**src/rtl/slmh_pkg.sv**
```systemverilog
// shared types and constants of the string list modular hash block
// no dependencies; imported by every rtl module of the block
package slmh_pkg;

  localparam logic [31:0] ModulusReset = 32'd1021;
  localparam logic [6:0]  HashMul      = 7'd89;
  // dividend widths for the two reductions
  localparam int unsigned ByteBits = 40;
  localparam int unsigned FoldBits = 64;

  typedef struct packed {
    logic [7:0] char_byte;
    logic       byte_present;
    logic       last_in_string;
    logic       last_in_list;
  } slmh_in_t;

  typedef struct packed {
    logic [31:0] string_hash;
    logic [31:0] list_hash;
    logic        list_done;
  } slmh_out_t;

  typedef struct packed {
    logic accept;     // capture request, load byte dividend
    logic fold_mul;   // register h*a
    logic fold_load;  // load h+a+h*a as dividend
    logic div_step;   // one remainder step
    logic store_s;    // remainder -> string hash
    logic store_a;    // remainder -> list hash
    logic emit;       // write result register, clear string hash; list hash too at list end
  } slmh_cmd_t;

  typedef struct packed {
    logic present;
    logic end_str;
    logic last_step;
  } slmh_sts_t;

  typedef enum logic [5:0] {
    ST_IDLE = 6'b000001,
    ST_BDIV = 6'b000010,
    ST_FMUL = 6'b000100,
    ST_FADD = 6'b001000,
    ST_FDIV = 6'b010000,
    ST_EMIT = 6'b100000
  } slmh_state_e;

endpackage

```
**src/rtl/slmh_ctrl.sv**
```systemverilog
// controller state machine of the string list modular hash block
// depends on slmh_pkg; drives commands to slmh_dp
module slmh_ctrl import slmh_pkg::*; (
  input  logic      clk_i,
  input  logic      rst_ni,
  input  logic      in_valid_i,
  output logic      in_stall_o,
  input  logic      out_stall_i,
  output logic      out_valid_o,
  input  slmh_sts_t sts_i,
  output slmh_cmd_t cmd_o
);

  slmh_state_e state_q, state_d;
  logic        out_valid_q, out_valid_d;
  logic        slot_free;
  // next state after accept depends on the captured flags, chosen in the cycle after the accept
  slmh_state_e post_route;
  logic        pend_q;

  assign slot_free = !out_valid_q || !out_stall_i;

  always_comb begin
    state_d = state_q;
    cmd_o   = '0;
    case (state_q)
      ST_IDLE: begin
        if (in_valid_i && !pend_q) begin
          cmd_o.accept = 1'b1;
          // fields of the request are read straight from the port here
          state_d = ST_IDLE;
        end
      end
      ST_BDIV: begin
        cmd_o.div_step = 1'b1;
        if (sts_i.last_step) begin
          cmd_o.store_s = 1'b1;
          state_d = sts_i.end_str ? ST_FMUL : ST_IDLE;
        end
      end
      ST_FMUL: begin
        cmd_o.fold_mul = 1'b1;
        state_d = ST_FADD;
      end
      ST_FADD: begin
        cmd_o.fold_load = 1'b1;
        state_d = ST_FDIV;
      end
      ST_FDIV: begin
        cmd_o.div_step = 1'b1;
        if (sts_i.last_step) begin
          cmd_o.store_a = 1'b1;
          state_d = ST_EMIT;
        end
      end
      ST_EMIT: begin
        if (slot_free) begin
          cmd_o.emit = 1'b1;
          state_d = ST_IDLE;
        end
      end
      default: begin
        state_d = ST_IDLE;
      end
    endcase
  end

  always_comb begin
    out_valid_d = out_valid_q;
    if (out_valid_q && !out_stall_i) begin
      out_valid_d = 1'b0;
    end
    if (cmd_o.emit) begin
      out_valid_d = 1'b1;
    end
  end

  always_ff @(posedge clk_i or negedge rst_ni) begin
    if (!rst_ni) begin
      state_q     <= ST_IDLE;
      out_valid_q <= 1'b0;
      pend_q      <= 1'b0;
    end else begin
      out_valid_q <= out_valid_d;
      pend_q      <= cmd_o.accept;
      if (pend_q) begin
        state_q <= post_route;
      end else begin
        state_q <= state_d;
      end
    end
  end

  assign in_stall_o  = (state_q != ST_IDLE) || pend_q;
  assign out_valid_o = out_valid_q;

  // routing once the request flags are in the datapath registers
  always_comb begin
    post_route = ST_IDLE;
    if (sts_i.present) begin
      post_route = ST_BDIV;
    end else if (sts_i.end_str) begin
      post_route = ST_FMUL;
    end
  end

endmodule

```
**src/rtl/slmh_dp.sv**
```systemverilog
// datapath of the string list modular hash block: hash registers,
// multipliers and a bit-serial remainder unit; depends on slmh_pkg
module slmh_dp import slmh_pkg::*; (
  input  logic        clk_i,
  input  logic        rst_ni,
  input  slmh_in_t    in_data_i,
  input  logic        cfg_valid_i,
  input  logic [31:0] cfg_data_i,
  input  slmh_cmd_t   cmd_i,
  output slmh_sts_t   sts_o,
  output slmh_out_t   out_data_o
);

  logic [31:0] modulus_q;
  logic [31:0] s_q, a_q;
  logic        present_q, end_str_q, end_list_q;
  logic [63:0] div_q, prod_q;
  logic [31:0] rem_q;
  logic [6:0]  cnt_q;
  slmh_out_t   out_q;

  logic [32:0] n_ext;
  logic [32:0] sh;
  logic [31:0] rem_step;
  logic [39:0] byte_val;
  logic [63:0] fold_val;

  // modulus zero behaves as 2^32
  assign n_ext = {(modulus_q == 32'd0), modulus_q};
  assign sh    = {rem_q, div_q[63]};
  always_comb begin
    if (sh >= n_ext) begin
      rem_step = 32'(sh - n_ext);
    end else begin
      rem_step = sh[31:0];
    end
  end

  assign byte_val = {8'd0, s_q} + ({8'd0, s_q} * {33'd0, HashMul})
                  + {32'd0, in_data_i.char_byte};
  assign fold_val = prod_q + {32'd0, s_q} + {32'd0, a_q};

  always_ff @(posedge clk_i or negedge rst_ni) begin
    if (!rst_ni) begin
      modulus_q  <= ModulusReset;
      s_q        <= '0;
      a_q        <= '0;
      present_q  <= 1'b0;
      end_str_q  <= 1'b0;
      end_list_q <= 1'b0;
      cnt_q      <= '0;
    end else begin
      if (cfg_valid_i) begin
        modulus_q <= cfg_data_i;
      end
      if (cmd_i.accept) begin
        present_q  <= in_data_i.byte_present;
        end_str_q  <= in_data_i.last_in_string;
        end_list_q <= in_data_i.last_in_list;
        cnt_q      <= 7'(ByteBits);
      end
      if (cmd_i.fold_load) begin
        cnt_q <= 7'(FoldBits);
      end
      if (cmd_i.div_step) begin
        cnt_q <= cnt_q - 7'd1;
      end
      if (cmd_i.store_s) begin
        s_q <= rem_step;
      end
      if (cmd_i.store_a) begin
        a_q <= rem_step;
      end
      if (cmd_i.emit) begin
        s_q <= '0;
        if (end_list_q) begin
          a_q <= '0;
        end
      end
    end
  end

  always_ff @(posedge clk_i) begin
    if (cmd_i.accept) begin
      div_q <= {byte_val, 24'd0};
      rem_q <= '0;
    end
    if (cmd_i.fold_mul) begin
      prod_q <= {32'd0, s_q} * {32'd0, a_q};
    end
    if (cmd_i.fold_load) begin
      div_q <= fold_val;
      rem_q <= '0;
    end
    if (cmd_i.div_step) begin
      div_q <= {div_q[62:0], 1'b0};
      rem_q <= rem_step;
    end
    if (cmd_i.emit) begin
      out_q.string_hash <= s_q;
      out_q.list_hash   <= a_q;
      out_q.list_done   <= end_list_q;
    end
  end

  assign sts_o.present   = present_q;
  assign sts_o.end_str   = end_str_q;
  assign sts_o.last_step = (cnt_q == 7'd1);
  assign out_data_o      = out_q;

endmodule

```
**src/rtl/string_list_modular_hash_core.sv**
```systemverilog
// string list modular hash: one byte of a list of strings per request,
// hash of each finished string and running hash of the list
// depends on slmh_pkg, slmh_ctrl and slmh_dp
//
// input channel: in_valid_i / in_stall_o carry one slmh_in_t request; it
//   is taken on a rising edge with valid high and stall low
// output channel: out_valid_o / out_stall_i carry one slmh_out_t result for
//   every request that ends a string; the result sits in an output register
//   and holds while out_stall_i is high
// config channel: cfg_valid_i / cfg_ready_o write the modulus; ready is
//   always high, write only while the block is idle
// sequence: a request with a byte goes through capture, settle of the flags
//   and a one-bit remainder step of the bit-serial divider per bit of the
//   40-bit dividend; a string end adds the 64-bit product, the sum, a step
//   per bit of the 64-bit dividend and the load of the output register; a
//   request with neither byte nor string end has only capture and settle
// the next request is taken while a result still waits in the output
//   register; only a second result stalls until the first one is taken
// reset: modulus goes to 1021, both hashes to zero, no result pending
module string_list_modular_hash_core import slmh_pkg::*; (
  input  logic        clk_i,
  input  logic        rst_ni,
  input  logic        in_valid_i,
  output logic        in_stall_o,
  input  slmh_in_t    in_data_i,
  output logic        out_valid_o,
  input  logic        out_stall_i,
  output slmh_out_t   out_data_o,
  input  logic        cfg_valid_i,
  output logic        cfg_ready_o,
  input  logic [31:0] cfg_data_i
);

  slmh_cmd_t cmd;
  slmh_sts_t sts;

  // modulus register never holds off a write
  assign cfg_ready_o = 1'b1;

  slmh_ctrl u_ctrl (
    .clk_i       (clk_i),
    .rst_ni      (rst_ni),
    .in_valid_i  (in_valid_i),
    .in_stall_o  (in_stall_o),
    .out_stall_i (out_stall_i),
    .out_valid_o (out_valid_o),
    .sts_i       (sts),
    .cmd_o       (cmd)
  );

  slmh_dp u_dp (
    .clk_i       (clk_i),
    .rst_ni      (rst_ni),
    .in_data_i   (in_data_i),
    .cfg_valid_i (cfg_valid_i),
    .cfg_data_i  (cfg_data_i),
    .cmd_i       (cmd),
    .sts_o       (sts),
    .out_data_o  (out_data_o)
  );

endmodule
```
**config.mk**
```make
export PLATFORM = sky130hd
export DESIGN_NAME = string_list_modular_hash_core
export DESIGN_NICKNAME = d
export VERILOG_FILES = /design/src/rtl/slmh_pkg.sv /design/src/rtl/slmh_ctrl.sv /design/src/rtl/slmh_dp.sv /design/src/rtl/string_list_modular_hash_core.sv
export SDC_FILE = /design/constraint.sdc
export NUM_CORES = 2
export LEC_CHECK = 0
export BUFFER_PORTS_ARGS = -buffer_cell sky130_fd_sc_hd__buf_4
export CORE_MARGIN = 2
export CORE_UTILIZATION = 40
export CTS_CLUSTER_SIZE = 14
export DETAILED_ROUTE_END_ITERATION = 10
export GPL_TIMING_DRIVEN = 0
export PLACE_DENSITY = 0.53
export SLEW_MARGIN = 20
export SYNTH_ARGS = -nofsm -noshare
export SYNTH_HDL_FRONTEND = slang
export SYNTH_HIERARCHICAL = 1
export SYNTH_SLANG_ARGS = --single-unit
```
**constraint.sdc**
```tcl
create_clock -name clk_i -period 20 [get_ports clk_i]
set_clock_uncertainty 0.1 [all_clocks]
set_input_delay 3 -clock clk_i [delete_from_list [all_inputs] [get_ports clk_i]]
set_output_delay 3 -clock clk_i [all_outputs]
set_load 0.05 [all_outputs]
```
# ---- Yosys cells after proc, flatten, opt, wreduce, memory -nomap -nowiden
# Cells that the tools add are included.
dict set report totals {
  register_bits 339
  input_bits 48
}
dict set report op_classes {
  n_addsub 6
  multipliers 2
  n_lt_le_gt_ge 1
  n_eq_ne 12
  mux 35
  reduce_logical 14
}
# op n
set ops {}
lappend ops {{2-to-1 mux 32 bit} 9}
lappend ops {{2-to-1 mux 64 bit} 3}
lappend ops {{adder 64 x 32 -> 64 bit} 2}
lappend ops {{multiplier 32 x 32 -> 64 bit} 1}
lappend ops {{adder 32 x 39 -> 40 bit} 1}
lappend ops {{adder 40 x 8 -> 40 bit} 1}
lappend ops {{multiplier 32 x 7 -> 39 bit (second input constant)} 1}
lappend ops {{2-to-1 mux 6 bit} 6}
lappend ops {{one-hot mux 6 bit (6 select lines)} 1}
lappend ops {{greater-or-equal comparator 33 bit} 1}
lappend ops {{zero test 32 bit} 1}
lappend ops {{subtractor 32 bit} 1}
lappend ops {{2-to-1 mux 7 bit} 3}
lappend ops {{2-to-1 mux 1 bit} 12}
lappend ops {{== test 7 x 1 -> 1 bit (second input constant)} 1}
lappend ops {{subtractor 7 x 1 -> 7 bit (second input constant)} 1}
lappend ops {{== test 6 x 1 -> 1 bit (second input constant)} 1}
lappend ops {{== test 6 x 2 -> 1 bit (second input constant)} 1}
lappend ops {{== test 6 x 3 -> 1 bit (second input constant)} 1}
lappend ops {{== test 6 x 4 -> 1 bit (second input constant)} 1}
lappend ops {{== test 6 x 5 -> 1 bit (second input constant)} 1}
lappend ops {{== test 6 bit (second input constant)} 1}
lappend ops {{!= test 3 x 1 -> 1 bit (second input constant)} 2}
lappend ops {{!= test 3 x 2 -> 1 bit (second input constant)} 2}
lappend ops {{other kinds (9)} 15}

# ---- Depth between registers and ports, before layout
dict set report logic_depth {
  depth_word 7
  ltp_mapped 30
}

# ---- By module
# The synthesis kept the hierarchy.
# mod n_inst cells_each area_each_um2 seq_area_each_um2
set modules_own_cells {}
lappend modules_own_cells {slmh_dp 1 5806 55665.9 9410.3}
lappend modules_own_cells {slmh_ctrl 1 56 511.7 201.4}
lappend modules_own_cells {string_list_modular_hash_core 1 2 11.3 0.0}

# ---- Least setup slack after synthesis
# Ideal clock, no wire load.
dict set report synth_timing {
  kind {flip-flop to flip-flop}
  from {register u_dp.s_q[13]}
  to {register u_dp.prod_q[60], data pin}
  setup_time_ns 0.266
  arrival_ns 7.115
  required_time_ns 19.634
  setup_slack_ns 12.519
  path_stages_with_launch 26
  period_less_slack_ns 7.481
  cell_sequence {dfrtp_1 -> clkbuf_1 -> nand2_1 -> fa_1 -> inv_1 -> fa_1 -> inv_1 -> fa_1 -> fa_1 -> inv_1 -> fa_1 -> fa_1 -> fa_1 -> fa_1 -> ha_1 -> clkbuf_2 -> nand4_1 -> nor3_1 -> a22oi_1 -> a21oi_1 -> a41oi_2 -> o21a_1 -> o31ai_2 -> a21oi_1 -> o31ai_2 -> xor2_1}
}
dict set report synth_via {
  elab_chain_len 1
}
# item line
set synth_rtl {}
lappend synth_rtl {{start: declaration} slmh_dp.sv:15} ;# logic [31:0] s_q, a_q;
lappend synth_rtl {{start signal: assignment} slmh_dp.sv:69} ;# s_q <= rem_step;
lappend synth_rtl {{multiplier 32 x 32 -> 64 bit} slmh_dp.sv:89} ;# prod_q <= {32'd0, s_q} * {32'd0, a_q};
lappend synth_rtl {{end signal: assignment} slmh_dp.sv:89}
lappend synth_rtl {{end: declaration} slmh_dp.sv:17} ;# logic [63:0] div_q, prod_q;
# No other way between the ends.
# A chain may end at the register's enable or synchronous reset.

# ---- Worst setup path in the final report
dict set report layout_timing {
  from {register u_dp.s_q[14]}
  to {register u_dp.prod_q[63], data pin}
}
# The elaborated chain is that of the path after synthesis.

==> report_table.html <==
<table>
<tr><th>Metric</th><th>Value</th></tr>
<tr><th colspan="2">Status</th></tr>
<tr><td>Run status</td><td>complete, no violations</td></tr>
<tr><th colspan="2">Timing</th></tr>
<tr><td>Fin. max-slew vios</td><td>0</td></tr>
<tr><td>Transition time of the tightest slew-check pin</td><td>1310 ps</td></tr>
<tr><td>Fmax</td><td>0.0982 GHz</td></tr>
<tr><td>Final clock period utilization by the worst path</td><td>0.509</td></tr>
<tr><td>Minimum clock period</td><td>10180 ps</td></tr>
<tr><td>Final number of setup-violating endpoints</td><td>0</td></tr>
<tr><td>Setup TNS Final</td><td>0 ps</td></tr>
<tr><td>Max-slew headroom</td><td>0.125</td></tr>
<tr><td>Setup repair after global routing missed its margin</td><td>no</td></tr>
<tr><td>Number of endpoints with negative hold slack in the final report</td><td>0</td></tr>
<tr><th colspan="2">Layout</th></tr>
<tr><td>Area occupied by multi-input gates</td><td>between 0.04 and 0.05 mm²</td></tr>
<tr><td>Ratio of cells with drive above 1 in the final layout</td><td>0.0501</td></tr>
<tr><td>Fin util</td><td>0.436</td></tr>
<tr><td>Fill cell instance count of the final layout</td><td>13781</td></tr>
<tr><td>Fin nets</td><td>7559</td></tr>
<tr><td>Synth-to-Final Area Change</td><td>8.27%</td></tr>
<tr><td>Footprint of the flip-flops and latches</td><td>0.00965 mm²</td></tr>
<tr><th colspan="2">Logic synthesis</th></tr>
<tr><td>Post-Syn Instances</td><td>5864</td></tr>
<tr><td>Top post-synthesis cells by count</td><td>1122 x sky130_fd_sc_hd__inv_1, 993 x sky130_fd_sc_hd__fa_1, 603 x sky130_fd_sc_hd__and2_1, 596 x sky130_fd_sc_hd__nand2_1, 494 x sky130_fd_sc_hd__ha_1</td></tr>
<tr><td>Post-synthesis compound-gate area fraction</td><td>0.0900</td></tr>
<tr><td>Number of warnings printed during yosys synthesis</td><td>6</td></tr>
<tr><td>Syn Nets</td><td>7399</td></tr>
<tr><td>Sequential element share of the synthesized area</td><td>0.171</td></tr>
<tr><td>Mean instance size in the synthesized netlist</td><td>9.58 µm²</td></tr>
<tr><td>Synthesized cell area</td><td>0.0562 mm²</td></tr>
<tr><td>Most common cell in the synthesized netlist</td><td>sky130_fd_sc_hd__inv_1</td></tr>
<tr><td>Top area cells in the synthesized netlist</td><td>sky130_fd_sc_hd__fa_1 35%, sky130_fd_sc_hd__edfxtp_1 12%, sky130_fd_sc_hd__ha_1 11%</td></tr>
<tr><td>Async set or reset register ratio after synthesis</td><td>0.336</td></tr>
<tr><td>Simple-gate portion of the synthesized area</td><td>0.147</td></tr>
<tr><td>Synthesized-area fraction occupied by xor and xnor cells</td><td>0.0271</td></tr>
<tr><td>Flip-flop cell with the highest count after synthesis</td><td>sky130_fd_sc_hd__edfxtp_1</td></tr>
<tr><td>Flip-flop and latch count after synthesis</td><td>339</td></tr>
<tr><td>Area share of the leading cell type in the synthesized netlist</td><td>0.354</td></tr>
<tr><td>Combinational family with the most area after synthesis</td><td>adder cells</td></tr>
<tr><td>Adder-Cell Fraction of Synth Area</td><td>0.464</td></tr>
<tr><td>Post-synth top area cell</td><td>sky130_fd_sc_hd__fa_1</td></tr>
<tr><td>Post-synth cell types</td><td>91</td></tr>
<tr><td>Multiplexer area fraction after synthesis</td><td>0.00592</td></tr>
<tr><td>EDFF count, synth</td><td>224</td></tr>
<tr><th colspan="2">Power</th></tr>
<tr><td>Net Sw Power</td><td>1050 µW</td></tr>
<tr><td>Sw Ratio</td><td>0.394</td></tr>
<tr><td>Maximum resistive drop on vdd</td><td>0.0703 mV</td></tr>
<tr><td>Static power due to leakage</td><td>0.0295 µW</td></tr>
<tr><td>Pwr dens</td><td>43.7 mW/mm²</td></tr>
<tr><td>Cell internal pwr</td><td>~1600 µW</td></tr>
<tr><td>Sequential group share of total power</td><td>0.360</td></tr>
<tr><td>Share of total power in combinational logic</td><td>0.387</td></tr>
<tr><td>Total power consumption of the routed design</td><td>2660 µW</td></tr>
<tr><td>Clk pwr share</td><td>0.253</td></tr>
<tr><th colspan="2">Setup path</th></tr>
<tr><td>Critical path start-end classification</td><td>reg -&gt; reg</td></tr>
<tr><td>R2r startpoint</td><td>u_dp/s_q[14]$_DFFE_PN0P_</td></tr>
<tr><td>Worst r2r path cells</td><td>26</td></tr>
<tr><td>Reg-to-Reg End</td><td>u_dp/prod_q[63]$_DFFE_PP_</td></tr>
<tr><td>Required time of the critical path</td><td>20250 ps</td></tr>
<tr><td>Worst-path fanout max</td><td>12</td></tr>
<tr><td>Internal reg-to-reg setup slack</td><td>9820 ps</td></tr>
<tr><td>Arrival time at the worst endpoint</td><td>between 10000 and 15000 ps</td></tr>
<tr><td>Endpoint type of the worst setup path</td><td>register</td></tr>
<tr><td>Startpoint type of the worst setup path</td><td>register</td></tr>
<tr><th colspan="2">Clocking</th></tr>
<tr><td>CTS tree</td><td>built</td></tr>
<tr><td>CTS hold repair buffers</td><td>0</td></tr>
<tr><td>Root Driver</td><td>sky130_fd_sc_hd__clkbuf_16</td></tr>
<tr><td>Clock transition at the register clock pins on the worst setup and hold paths after CTS</td><td>60 ps</td></tr>
<tr><td>Maximum clock insertion buffer count</td><td>3</td></tr>
<tr><td>Level count of the clock H-tree</td><td>2</td></tr>
<tr><td>Number of sinks on the clock net</td><td>roughly 340</td></tr>
<tr><td># resized after CTS</td><td>0</td></tr>
<tr><td>Inserted Clock Buffers</td><td>36</td></tr>
<tr><td>Clock insertion delay at the later pin of the skew report</td><td>580 ps</td></tr>
<tr><td>Post-CTS setup-driven buffer insertion count</td><td>0</td></tr>
<tr><th colspan="2">Floorplan</th></tr>
<tr><td># IOs</td><td>116</td></tr>
<tr><td>Chip Height</td><td>379 µm</td></tr>
<tr><td>Placeable core region</td><td>0.140 mm²</td></tr>
<tr><td>Initial Utilization</td><td>0.403</td></tr>
<tr><td>Site row count</td><td>137</td></tr>
<tr><td>Total Die Area</td><td>0.143 mm²</td></tr>
<tr><td>Horizontal die dimension</td><td>379 µm</td></tr>
<tr><th colspan="2">Worst hold path</th></tr>
<tr><td>Worst Hold Endpoint</td><td>u_dp/cnt_q[4]$_DFFE_PN0P_</td></tr>
<tr><td>Type of the most critical hold path</td><td>reg -&gt; reg</td></tr>
<tr><td>Cell depth of the worst hold path</td><td>1</td></tr>
<tr><td>Hold wc startpoint</td><td>u_dp/cnt_q[4]$_DFFE_PN0P_</td></tr>
<tr><th colspan="2">Global route</th></tr>
<tr><td>Largest net degree at the start of global routing</td><td>67</td></tr>
<tr><td>Number of antenna violations at the first check in global routing</td><td>34</td></tr>
<tr><td>Via count of the first global-routing pass</td><td>44860</td></tr>
<tr><td>Wire length of the first global-routing pass</td><td>329 mm</td></tr>
<tr><td>Global-route congestion overflow total</td><td>0</td></tr>
<tr><td>GRT Util Overall</td><td>0.327</td></tr>
<tr><th colspan="2">Detailed routing</th></tr>
<tr><td>First-iteration detailed-routing DRC count</td><td>between 4000 and 5000</td></tr>
<tr><td>Average wire per cell in the routed design</td><td>29.1 µm</td></tr>
<tr><td>Vias</td><td>~45000</td></tr>
<tr><td>Ratio of routed vias to standard cells</td><td>around 5.6</td></tr>
<tr><td>Count of unresolved DRC violations after routing</td><td>0</td></tr>
<tr><td>Count of antenna-violating nets left after detailed routing</td><td>0</td></tr>
<tr><td>Drt total wl</td><td>~230 mm</td></tr>
<tr><td>Count of TritonRoute iterations in the first routing pass</td><td>6</td></tr>
<tr><th colspan="2">Place</th></tr>
<tr><td>Global placement routability congestion</td><td>1.03</td></tr>
<tr><td>Input/output buffers</td><td>113</td></tr>
<tr><td>Detail Placement HPWL</td><td>179 mm</td></tr>
<tr><th colspan="2">Flow run</th></tr>
<tr><td>Number of max-cap violations</td><td>0</td></tr>
</table>
critical path: stages (launching register included):
cell                       delay [ps]
sky130_fd_sc_hd__dfrtp_1         1190
sky130_fd_sc_hd__clkbuf_1         850
sky130_fd_sc_hd__and2_1           250
sky130_fd_sc_hd__fa_1             420
sky130_fd_sc_hd__inv_1             80
sky130_fd_sc_hd__fa_1             420
sky130_fd_sc_hd__fa_1             510
sky130_fd_sc_hd__fa_1             560
sky130_fd_sc_hd__inv_1             50
sky130_fd_sc_hd__fa_1             500
sky130_fd_sc_hd__inv_1             50
sky130_fd_sc_hd__fa_1             530
sky130_fd_sc_hd__inv_1             50
sky130_fd_sc_hd__fa_1             460
sky130_fd_sc_hd__fa_1             590
sky130_fd_sc_hd__ha_1             250
sky130_fd_sc_hd__clkbuf_1         200
sky130_fd_sc_hd__a21oi_1          210
sky130_fd_sc_hd__o21bai_1          80
sky130_fd_sc_hd__a21oi_1          290
sky130_fd_sc_hd__o21ai_0          180
sky130_fd_sc_hd__a21oi_1          520
sky130_fd_sc_hd__o21ai_0          510
sky130_fd_sc_hd__a311o_1          440
sky130_fd_sc_hd__nand3_1          140
sky130_fd_sc_hd__o211ai_1         110
sky130_fd_sc_hd__xnor2_1          370
cells by family after synthesis:
logic type,count (synthesis)
multiplexers,32
XOR/XNOR,174
AND/OR/NAND/NOR,1632
adder cells (fa/ha/maj),1487
AO/OA/AOI/OAI,787
flip-flops,339
buffers and inverters,1412
other,1
metrics by stage:
stage | hold slack [ps] | cell area (µm²) | cells | worst slack, ps
final | 391 | 60800 | 7947 | 9820
after global placement | 371 | 59400 | 7853 | 9720
after global routing | 421 | 60800 | 7928 | 9740
after CTS | 388 | 60800 | 7928 | 9910
after floorplan | 343 | 56200 | 5864 | 12520
after detailed placement | 379 | 59600 | 7862 | 9940
placed cells by master (no fill, tap or decap), types with 14 or more instances in the layout:
cell type	synthesis	routed
sky130_fd_sc_hd__nor2_1	180	180
sky130_fd_sc_hd__nand3_1	52	52
sky130_fd_sc_hd__diode_2	0	19
sky130_fd_sc_hd__ha_1	494	494
sky130_fd_sc_hd__a211oi_1	62	62
sky130_fd_sc_hd__a21oi_1	220	220
sky130_fd_sc_hd__clkbuf_16	0	38
sky130_fd_sc_hd__nand2b_1	23	23
sky130_fd_sc_hd__clkbuf_2	1	32
sky130_fd_sc_hd__nand4_1	37	37
sky130_fd_sc_hd__xor2_1	71	71
sky130_fd_sc_hd__buf_4	5	117
sky130_fd_sc_hd__and3_1	29	28
sky130_fd_sc_hd__dfrtp_1	104	76
sky130_fd_sc_hd__nand2_1	596	596
sky130_fd_sc_hd__nor3_1	33	33
sky130_fd_sc_hd__a21o_1	99	99
sky130_fd_sc_hd__o211ai_1	18	18
sky130_fd_sc_hd__o21ai_0	169	169
sky130_fd_sc_hd__fa_1	993	993
sky130_fd_sc_hd__clkbuf_1	270	253
sky130_fd_sc_hd__xnor2_1	103	103
sky130_fd_sc_hd__a21boi_0	14	14
sky130_fd_sc_hd__o21a_1	16	16
sky130_fd_sc_hd__mux2i_1	24	24
sky130_fd_sc_hd__dfrtp_2	0	28
sky130_fd_sc_hd__nor2b_1	17	17
sky130_fd_sc_hd__a31oi_1	23	23
sky130_fd_sc_hd__edfxtp_1	224	224
sky130_fd_sc_hd__and2_1	603	603
sky130_fd_sc_hd__inv_1	1122	1121
sky130_fd_sc_hd__o21bai_1	36	36
sequential cells by signal, summed over array words and instances (netlist names):
name,cells
u_dp/modulus_q,32
u_dp/rem_q,32
u_dp/cnt_q,7
u_ctrl/state_q,6
u_dp/present_q,1
u_dp/s_q,32
u_ctrl/out_valid_o,1
u_dp/a_q,32
u_dp/prod_q,64
u_dp/end_str_q,1
u_dp/div_q,64
u_ctrl/pend_q,1
u_dp/end_list_q,1
u_dp/out_data_o,65
worst max-delay path by stage:
| stage | to | cells past startpoint | from |
|---|---|---|---|
| final | u_dp/prod_q[63]$_DFFE_PP_ | 26 | u_dp/s_q[14]$_DFFE_PN0P_ |
| after floorplan | u_dp/prod_q[60]$_DFFE_PP_ | 25 | u_dp/s_q[13]$_DFFE_PN0P_ |
| after global routing | u_dp/prod_q[51]$_DFFE_PP_ | 26 | u_dp/s_q[14]$_DFFE_PN0P_ |
| after global placement | u_dp/prod_q[63]$_DFFE_PP_ | 23 | u_dp/s_q[4]$_DFFE_PN0P_ |
| after detailed placement | u_dp/prod_q[63]$_DFFE_PP_ | 26 | u_dp/s_q[16]$_DFFE_PN0P_ |
| after CTS | u_dp/prod_q[63]$_DFFE_PP_ | 26 | u_dp/s_q[16]$_DFFE_PN0P_ |
power groups by stage:
| stage | registers (µW) | logic (µW) | clock network [µW] |
|---|---|---|---|
| 4_1_cts | 955 | 1010 | 680 |
| 2_1_floorplan | 943 | 690 | 0 |
| 3_3_place_gp | 982 | 986 | 0 |
| 3_5_place_dp | 966 | 1010 | 0 |
| 5_1_grt | 965 | 1120 | 709 |
| 6_report | 956 | 1030 | 673 |
area by class of cell:
class,instances,area share
inverter,1122,0.0693
tap,1876,0.0386
sequential,339,0.159
timing repair buffer,122,0.0171
multi-input combinational,4113,0.678
clock inverter,10,0.00103
clock buffer,56,0.0174
buffer,290,0.0195
antenna,19,0.000782
layer usage:
metal / GRT usage / part of all wire / vias to the layer above
met1: 0.442 / 0.40 / 22813
met2: 0.472 / 0.42 / 2395
met5: 0 / 0.00027 / -
met4: 0.172 / 0.065 / 8
li1: - / - / 18744
met3: 0.0957 / 0.11 / 559
No activity file was read; power rests on OpenSTA's default activity.
